**config.mk**
```make
export PLATFORM = sky130hd
export DESIGN_NAME = tmsw_ctrl
export DESIGN_NICKNAME = d
export VERILOG_FILES = /design/src/design/tmsw_pkg.sv /design/src/design/tmsw_ctrl.sv
export SDC_FILE = /design/constraint.sdc
export NUM_CORES = 1
export LEC_CHECK = 0
export BUFFER_PORTS_ARGS = -buffer_cell sky130_fd_sc_hd__buf_2
export CAP_MARGIN = 25
export CORE_AREA = 8 8 128 130
export DETAILED_ROUTE_END_ITERATION = 12
export DIE_AREA = 0 0 136 138
export PLACE_DENSITY = 0.71
export SLEW_MARGIN = 10
export SYNTH_ARGS = -nofsm -noshare
export SYNTH_HDL_FRONTEND = slang
export SYNTH_SLANG_ARGS = --single-unit
```
**constraint.sdc**
```tcl
create_clock -name i_clk -period 13.7 [get_ports i_clk]
set_input_delay 3.425 -clock i_clk [delete_from_list [all_inputs] [get_ports i_clk]]
set_output_delay 3.425 -clock i_clk [all_outputs]
set_load 0.1 [all_outputs]
```
**src/design/tmsw_pkg.sv**
```systemverilog
package tmsw_pkg;

    // fixed field widths of the request and result channels
    localparam int CMD_W    = 2;
    localparam int CODE_W   = 9;
    localparam int CURSOR_W = 11;
    localparam int DATA_W   = 16;
    localparam int ATTR_W   = 8;
    localparam int CHAR_W   = 8;

    localparam logic [CMD_W-1:0] CMD_PUT    = 2'd0;
    localparam logic [CMD_W-1:0] CMD_SET    = 2'd1;
    localparam logic [CMD_W-1:0] CMD_READ   = 2'd2;
    localparam logic [CMD_W-1:0] CMD_UNUSED = 2'd3;

    localparam logic [CODE_W-1:0] CODE_NEWLINE   = 9'd10;
    localparam logic [CODE_W-1:0] CODE_BACKSPACE = 9'd256;
    localparam logic [CHAR_W-1:0] CHAR_SPACE     = 8'h20;
    localparam logic [ATTR_W-1:0] ATTR_RESET     = 8'h07;

    typedef struct packed {
        logic wr_en;
        logic rd_en;
    } t_mem_ctl;

endpackage

```
**src/design/tmsw_ctrl.sv**
```systemverilog
module tmsw_ctrl #(
    parameter int COLUMNS     = 80,
    parameter int SCROLL_ROW  = 24,
    parameter int SCREEN_ROWS = 25,
    parameter int TOTAL       = SCREEN_ROWS * COLUMNS,
    parameter int AW          = $clog2(TOTAL),
    parameter int PW          = $clog2(TOTAL + 1)
) (
    input  logic                          i_clk,
    input  logic                          i_rst_n,
    input  logic [tmsw_pkg::ATTR_W-1:0]   i_attr,
    input  logic                          i_valid,
    output logic                          o_ready,
    input  logic [tmsw_pkg::CMD_W-1:0]    i_command,
    input  logic [tmsw_pkg::CODE_W-1:0]   i_char_code,
    input  logic [tmsw_pkg::CURSOR_W-1:0] i_cell_index,
    output logic                          o_res_valid,
    input  logic                          i_res_ready,
    output logic [PW-1:0]                 o_res_cursor,
    output logic [tmsw_pkg::DATA_W-1:0]   o_res_data,
    output tmsw_pkg::t_mem_ctl            o_mem_ctl,
    output logic [AW-1:0]                 o_mem_waddr,
    output logic [tmsw_pkg::DATA_W-1:0]   o_mem_wdata,
    output logic [AW-1:0]                 o_mem_raddr,
    input  logic [tmsw_pkg::DATA_W-1:0]   i_mem_rdata
);

    localparam int RW           = $clog2(SCREEN_ROWS + 1);
    localparam int SCROLL_START = SCROLL_ROW * COLUMNS;
    localparam int MOVED        = (SCROLL_ROW - 1) * COLUMNS;
    localparam int COPY_LEN     = (MOVED < TOTAL - COLUMNS) ? MOVED : TOTAL - COLUMNS;
    localparam int ZERO_END     = (SCROLL_START < TOTAL) ? SCROLL_START : TOTAL;
    // row = (pos * DIV_M) >> DIV_K, exact for every pos below 2**PW
    localparam int DIV_K        = PW + $clog2(COLUMNS);
    localparam int DIV_M        = ((2 ** DIV_K) + COLUMNS - 1) / COLUMNS;
    localparam int MW           = $clog2(DIV_M + 1);

    typedef enum logic [9:0] {
        S_CLEAR = 10'b0000000001,
        S_IDLE  = 10'b0000000010,
        S_DIV   = 10'b0000000100,
        S_NL    = 10'b0000001000,
        S_CHECK = 10'b0000010000,
        S_COPY  = 10'b0000100000,
        S_ZERO  = 10'b0001000000,
        S_FINAL = 10'b0010000000,
        S_READ  = 10'b0100000000,
        S_DONE  = 10'b1000000000
    } t_state;

    t_state                        r_state;
    t_state                        n_state;
    logic [PW-1:0]                 r_addr;
    logic [PW-1:0]                 r_pos;
    logic [PW-1:0]                 r_cursor;
    logic [RW-1:0]                 r_row;
    logic [tmsw_pkg::DATA_W-1:0]   r_data;

    logic                          accept;
    logic                          idx_in_range;
    logic                          is_newline;
    logic                          is_backspace;
    logic [PW-1:0]                 idx_sat;
    logic [PW+MW-1:0]              div_prod;
    logic [PW-1:0]                 nl_pos;
    logic [PW-1:0]                 sat_pos;
    logic [PW-1:0]                 copy_src;
    logic [PW-1:0]                 copy_dst;
    logic                          do_scroll;
    logic                          copy_rd;
    logic                          zero_more;

    assign o_ready      = (r_state == S_IDLE);
    assign accept       = i_valid && o_ready;
    assign idx_in_range = 32'(i_cell_index) < TOTAL;
    assign is_newline   = (i_char_code == tmsw_pkg::CODE_NEWLINE);
    assign is_backspace = (i_char_code == tmsw_pkg::CODE_BACKSPACE);
    assign idx_sat      = idx_in_range ? PW'(i_cell_index) : PW'(TOTAL - 1);
    assign div_prod     = (PW+MW)'(r_pos) * (PW+MW)'(DIV_M);
    assign nl_pos       = PW'((32'(r_row) + 32'd1) * 32'(COLUMNS));
    assign sat_pos      = (32'(r_pos) >= TOTAL) ? PW'(TOTAL - 1) : r_pos;
    assign copy_src     = r_addr + PW'(COLUMNS);
    assign copy_dst     = r_addr - PW'(1);
    assign do_scroll    = 32'(r_pos) >= SCROLL_START;
    assign copy_rd      = 32'(r_addr) < COPY_LEN;
    assign zero_more    = 32'(r_addr) < ZERO_END;

    always_comb begin
        n_state = r_state;
        unique case (r_state)
            S_CLEAR: begin
                if (32'(r_addr) == TOTAL - 1) begin
                    n_state = S_IDLE;
                end
            end
            S_IDLE: begin
                if (i_valid) begin
                    case (i_command)
                        tmsw_pkg::CMD_PUT: n_state = is_newline ? S_DIV : S_CHECK;
                        tmsw_pkg::CMD_READ: n_state = idx_in_range ? S_READ : S_DONE;
                        default: n_state = S_DONE;
                    endcase
                end
            end
            S_DIV:   n_state = S_NL;
            S_NL:    n_state = S_CHECK;
            S_CHECK: n_state = do_scroll ? S_COPY : S_FINAL;
            S_COPY: begin
                if (!copy_rd) begin
                    n_state = S_ZERO;
                end
            end
            S_ZERO: begin
                if (!zero_more) begin
                    n_state = S_FINAL;
                end
            end
            S_FINAL: n_state = S_DONE;
            S_READ:  n_state = S_DONE;
            S_DONE: begin
                if (i_res_ready) begin
                    n_state = S_IDLE;
                end
            end
            default: n_state = S_CLEAR;
        endcase
    end

    always_ff @(posedge i_clk) begin
        if (!i_rst_n) begin
            r_state  <= S_CLEAR;
            r_addr   <= '0;
            r_cursor <= '0;
        end else begin
            r_state <= n_state;
            unique case (r_state)
                S_CLEAR: r_addr <= r_addr + PW'(1);
                S_IDLE: begin
                    if (accept) begin
                        r_data <= '0;
                        if (i_command == tmsw_pkg::CMD_SET) begin
                            r_cursor <= idx_sat;
                        end
                        if (is_newline) begin
                            r_pos <= r_cursor;
                        end else if (is_backspace) begin
                            r_pos <= (r_cursor == '0) ? '0 : r_cursor - PW'(1);
                        end else begin
                            r_pos <= r_cursor + PW'(1);
                        end
                    end
                end
                S_DIV: r_row <= RW'(div_prod >> DIV_K);
                S_NL:  r_pos <= nl_pos;
                S_CHECK: begin
                    if (do_scroll) begin
                        r_pos  <= r_pos - PW'(COLUMNS);
                        r_addr <= '0;
                    end
                end
                S_COPY: begin
                    // copy finished: sweep the zero fill from the new cursor
                    r_addr <= copy_rd ? r_addr + PW'(1) : r_pos;
                end
                S_ZERO: begin
                    if (zero_more) begin
                        r_addr <= r_addr + PW'(1);
                    end
                end
                S_FINAL: r_cursor <= sat_pos;
                S_READ:  r_data <= i_mem_rdata;
                default: ;
            endcase
        end
    end

    always_comb begin
        o_mem_ctl   = '0;
        o_mem_waddr = '0;
        o_mem_wdata = '0;
        o_mem_raddr = '0;
        unique case (r_state)
            S_CLEAR: begin
                o_mem_ctl.wr_en = 1'b1;
                o_mem_waddr     = r_addr[AW-1:0];
            end
            S_IDLE: begin
                if (i_valid) begin
                    if (i_command == tmsw_pkg::CMD_PUT && !is_newline && !is_backspace) begin
                        o_mem_ctl.wr_en = 1'b1;
                        o_mem_waddr     = r_cursor[AW-1:0];
                        o_mem_wdata     = {i_attr, i_char_code[tmsw_pkg::CHAR_W-1:0]};
                    end else if (i_command == tmsw_pkg::CMD_READ && idx_in_range) begin
                        o_mem_ctl.rd_en = 1'b1;
                        o_mem_raddr     = AW'(i_cell_index);
                    end
                end
            end
            S_COPY: begin
                // read one row ahead, write back the cell read last cycle
                if (copy_rd) begin
                    o_mem_ctl.rd_en = 1'b1;
                    o_mem_raddr     = copy_src[AW-1:0];
                end
                if (r_addr != '0) begin
                    o_mem_ctl.wr_en = 1'b1;
                    o_mem_waddr     = copy_dst[AW-1:0];
                    o_mem_wdata     = i_mem_rdata;
                end
            end
            S_ZERO: begin
                if (zero_more) begin
                    o_mem_ctl.wr_en = 1'b1;
                    o_mem_waddr     = r_addr[AW-1:0];
                end
            end
            S_FINAL: begin
                o_mem_ctl.wr_en = 1'b1;
                o_mem_waddr     = sat_pos[AW-1:0];
                o_mem_wdata     = {i_attr, tmsw_pkg::CHAR_SPACE};
            end
            default: ;
        endcase
    end

    assign o_res_valid  = (r_state == S_DONE);
    assign o_res_cursor = r_cursor;
    assign o_res_data   = r_data;

endmodule

```
**Word-level counts from Yosys, hierarchy flattened**

Cells that the tools add are included.

- Eq/ne operators: 24
- Mux-type cells: 50
- Multipliers: 2
- Reduce and logical (&&, ||, !) cells: 21
- Add/sub/neg operators: 7
- $lt $le $gt $ge: 5

Operators with widths:

| cell | number |
|---|---|
| $mux 11 | 20 |
| $pmux 10 s9 | 1 |
| $mux 16 | 4 |
| $mux 10 | 6 |
| $pmux 11 s5 | 1 |
| $pmux 16 s3 | 1 |
| $pmux 11 s2 | 2 |
| $pmux 11 s4 | 1 |
| $lt 11x11->1 const B | 3 |
| $pmux 11 s3 | 1 |
| $pmux 16 s2 | 1 |
| $mul 11x12->23 const B | 1 |
| $add 11x1->11 const B | 2 |
| $ge 11x11->1 const B | 2 |
| $sub 11x1->11 const B | 2 |
| $pmux 10 s2 | 1 |
| $ne 2x2->1 const B | 6 |
| $add 11x7->11 const B | 1 |
| $eq 11x11->1 const B | 1 |
| $logic_not 11->1 | 1 |
| $reduce_bool 11->1 | 1 |
| $sub 11x7->11 const B | 1 |
| $eq 10x1->1 const B | 1 |
| $eq 10x10->1 const B | 1 |
| other kinds (32) | 47 |

- Word-level logic and storage cells: 115
- Input port bits: 50
- Output and inout port bits: 69
- Register bits after elaboration: 64

**Logic depth before layout (Yosys ltp)**

- Word-level depth: 7
- Depth in mapped cells: 18
- Mapped depth without buffers: 18

**Least setup slack after synthesis**

Ideal clock, no wire load.

- Path type: input to output
- Start: in i_char_code[0] (netlist bit)
- End: out o_mem_waddr[1]
- Stages on the path: 8
- Buffers on the path: 2
- Path slack: 4474 ps
- Arrival time: 5801 ps
- Required time: 10275 ps
- Cells stage by stage: nor4_2 -> nand2_1 -> or2_1 -> and3_1 -> buf_4 -> buf_4 -> a21oi_1 -> o21ai_0

- Longest elaborated chain between the ends: 7
- Elaborated cells between the ends (all ways): 9
- Those cells by class: 2 x eq/ne; 3 x mux; 4 x reduce/logical

RTL lines:

| element | RTL line | source |
|---|---|---|
| start, declared | tmsw_ctrl.sv:15 | `input logic [tmsw_pkg::CODE_W-1:0] i_char_code,` |
| $eq 9x4->1 | tmsw_ctrl.sv:76 | `assign is_newline = (i_char_code == tmsw_pkg::CODE_NEWLINE);` |
| $logic_not 1->1 | tmsw_ctrl.sv:189 | `if (i_command == tmsw_pkg::CMD_PUT && !is_newline && !is_backspace) begin` |
| $logic_and 1x1->1 | tmsw_ctrl.sv:189 |  |
| $logic_and 1x1->1 (*) | tmsw_ctrl.sv:189 |  |
| $mux 11 (*) | tmsw_ctrl.sv:189 |  |
| $mux 11 (*) | tmsw_ctrl.sv:188 | `if (i_valid) begin` |
| $pmux 11 s5 (*) | tmsw_ctrl.sv:182 | `unique case (r_state)` |
| end, declared | tmsw_ctrl.sv:22 | `output logic [AW-1:0] o_mem_waddr,` |

Every way passes the cells marked *; elsewhere a longest branch is shown, timed or not.

==> flow_metrics.py <==
metrics = {
    "status": {
        "status": "finished clean",
    },
    "floorplanning": {
        "coreArea_um2": 14310,
        "die_h_um": 138,
        "initial_utilization": 0.4973,
        "io_pins": 119,
        "die-area_um2": 18770,
        "row_count": 44,
        "chipWidth_um": 136,
    },
    "power_and_ir_drop": {
        "power_switching_uw": 148.4,
        "power_density_nw_per_um2": 65.71,
        "vdd_drop_max_mv": 0.07766,
        "p_int_uw": 382.3,
        "power.share.combinational": 0.128,
        "swShare": 0.2797,
        "p_clk_frac": 0.481,
        "power.static_leakage_uw": 0.003790,
        "seqPwrFrac": 0.390,
    },
    "placed_design": {
        "place_congestion": 0.9531,
        "port_buffers": 118,
        "dp.cells": 1102,
        "hpwlAfterDp_um": 17480,
    },
    "synth": {
        "synth_area_um2": 7118,
        "async_reset_ff_frac": 0,
        "ys.flop_type": "edfxtp_1",
        "yosys_warnings": 0,
        "synth_edf_count": 32,
        "avgSynthCellArea_um2": 8.454,
        "synthTopCellsByCount": "inv_1 (99), ha_1 (91), nand2_1 (72)",
        "yosysMostFrequentCell": "inv_1",
        "synth_cell_types": 81,
        "synth_seq_cells": 64,
        "synth_top_area_share": 0.1600,
        "synth_top_cell_by_area": "ha_1",
        "seq_area_frac_synth": 0.2250,
        "synthTopCellsByArea": "ha_1 (16%), edfxtp_1 (13%), dfxtp_1 (9.0%)",
        "synthCells": 842,
        "synth_nets": 1015,
    },
    "hold_path": {
        "hold_path.class": "reg -> reg",
        "min_from": "r_state[2]",
    },
    "setup_path": {
        "cp-start-kind": "input port",
        "cp_max_fo": 20,
        "cp_slowest_cell": "nor4_2",
        "critical_path_required_ps": 10270,
        "cp_common_cell": "buf_2",
        "critPathMaxStageDelay_ps": 520,
        "path_class": "in -> out",
        "crit_start": "i_char_code[2]",
        "crit_arrival_ps": 6130,
        "crit_chain": "buf_2, nor4_2, nand2_1, or2_1, and3_1, nand2b_1, or3_1, buf_2",
        "r2r-start": "r_pos[5]",
        "worst_setup_path_end_kind": "primary output",
    },
    "cts": {
        "htreeDepth": 3,
        "clock_sinks": 64,
        "hold_buffers": 0,
        "cts_resized": 0,
        "max-clock-path-buffers": 2,
        "postCtsSetupBuffers": 0,
        "cts_tree": "done",
        "clock_latency_ps": 340,
        "clk_pin_slew_ps": 60,
        "cts_root_buf": "clkbuf_16",
        "cts_buffers": 9,
    },
    "routing": {
        "antenna_left": 0,
        "routed_via_density": 6.178,
        "drc": 0,
        "vias": 6907,
        "drt_first_pass_iters": 6,
        "wl_per_cell_um": 19.91,
        "routed_wl_um": 22260,
        "drtIter0Drc": 704,
    },
    "finish": {
        "syn_to_final_growth_pct": 13.46,
        "filler_cell_count": 1335,
        "layout.nets": 1102,
        "diodes": 0,
        "drive_above_1_share": 0.1670,
        "fin_cells": 1118,
    },
    "global_routing": {
        "groute.layer.met3.usage": 0.04638,
        "grt_overflow": 0,
        "grt_max_degree": 24,
        "grt_util_met1": 0.3022,
        "grt-busiest-layer": "met2",
        "antenna_found_initial": 0,
        "grtUsageTotal": 0.2307,
        "grtUsageMet2": 0.3646,
        "grt_pass1_wl_um": 34900,
        "first_global_vias": 6554,
    },
    "sta": {
        "hold_viol_final": 0,
        "drv_slew": 0,
        "fin_crit_sh": 0.6978,
        "fmaxAchievable_ghz": 0.1046,
        "setup-violations-final": 0,
        "fin_crit_ps": 9560,
        "worst-slew-pin-transition_ps": 1014,
        "rsz0062_at_grt": "false",
        "tns_ps": 0,
        "max_slew_margin": 0.3238,
        "skew_ps": 11.00,
    },
    "flow_run": {
        "cap_violations": 0,
    },
}
[worst max-delay path, delay by kind of cell]
kind | cells | cell delay (ps)
simple gates | 6 | 2290
buf+inv | 2 | 420
[flip-flops by register name, summed over array words and instances (netlist names)]
signal,cells
r_addr,11
o_res_data,16
r_pos,11
r_state,10
r_row,5
o_res_cursor,11
[power groups by stage]
stage,Clock (uW),Sequential (uW),Combinational (uW)
floorplan,0,207,48.6
global placement,0,211,65.8
detailed placement,0,211,66.6
CTS,254,207,67.0
global route,265,208,72.5
finish,255,207,68.2
[through the flow]
step                setup slack (ps)  utilization  instance area, um^2  power (uW)  hold WS [ps]
floorplan                       4474            -                 7118       255.9         558.1
global placement                4262       0.5413                 7749       276.9         609.7
detailed placement              4143       0.5413                 7749       277.7         624.1
CTS                             4145       0.5642                 8077       528.3         631.2
global route                    4000       0.5642                 8077       545.4         666.9
finish                          4140       0.5642                 8077       530.7         635.4
[path summary, 6_finish.rpt]
path / slack (ps) / cells past startpoint / endpoint
max: 4140 / 8 / o_mem_ctl[1]
min: 640 / 2 / r_state[3]
max reg2reg: 8500 / 16 / r_row[1]
min reg2reg: 640 / 2 / r_state[3]
[area by class of cell]
| class | count | area (um^2) | share of cell area |
|---|---|---|---|
| multi-input cells | 635 | 4940 | 0.6116 |
| flip-flops and latches | 64 | 1602 | 0.1983 |
| repair buffers | 120 | 605.6 | 0.07498 |
| inverters | 99 | 371.6 | 0.04601 |
| well taps | 184 | 230.2 | 0.02851 |
| clock buffers | 9 | 225.2 | 0.02789 |
| clock inverters | 7 | 102.6 | 0.01270 |
[metal layers]
metal	vias up	wire (um)
met2	384	9737
li1	3188	-
met4	0	789
met3	62	2386
met5	-	0
met1	3273	9344
[layout by cell type (no fill, tap or decap), types with 20 or more instances in the layout]
master and n:
and2_1 20, nand3_1 24, nor2_1 56, ha_1 91
dfxtp_1 32, buf_2 118, o21ai_0 57, inv_1 99
a22o_1 20, nand2_1 72, fa_1 32, a21oi_1 27
edfxtp_1 32
[cell families after synthesis]
logic type / share of synthesized area
and+or+nand+nor: 0.1995
AOI/OAI and AO/OA: 0.2030
buffers and inverters: 0.08103
adders and majority gates: 0.2500
DFF: 0.2250
xor gates and xnor gates: 0.03568
muxes: 0.005801
(Power assumes the default switching activity.)
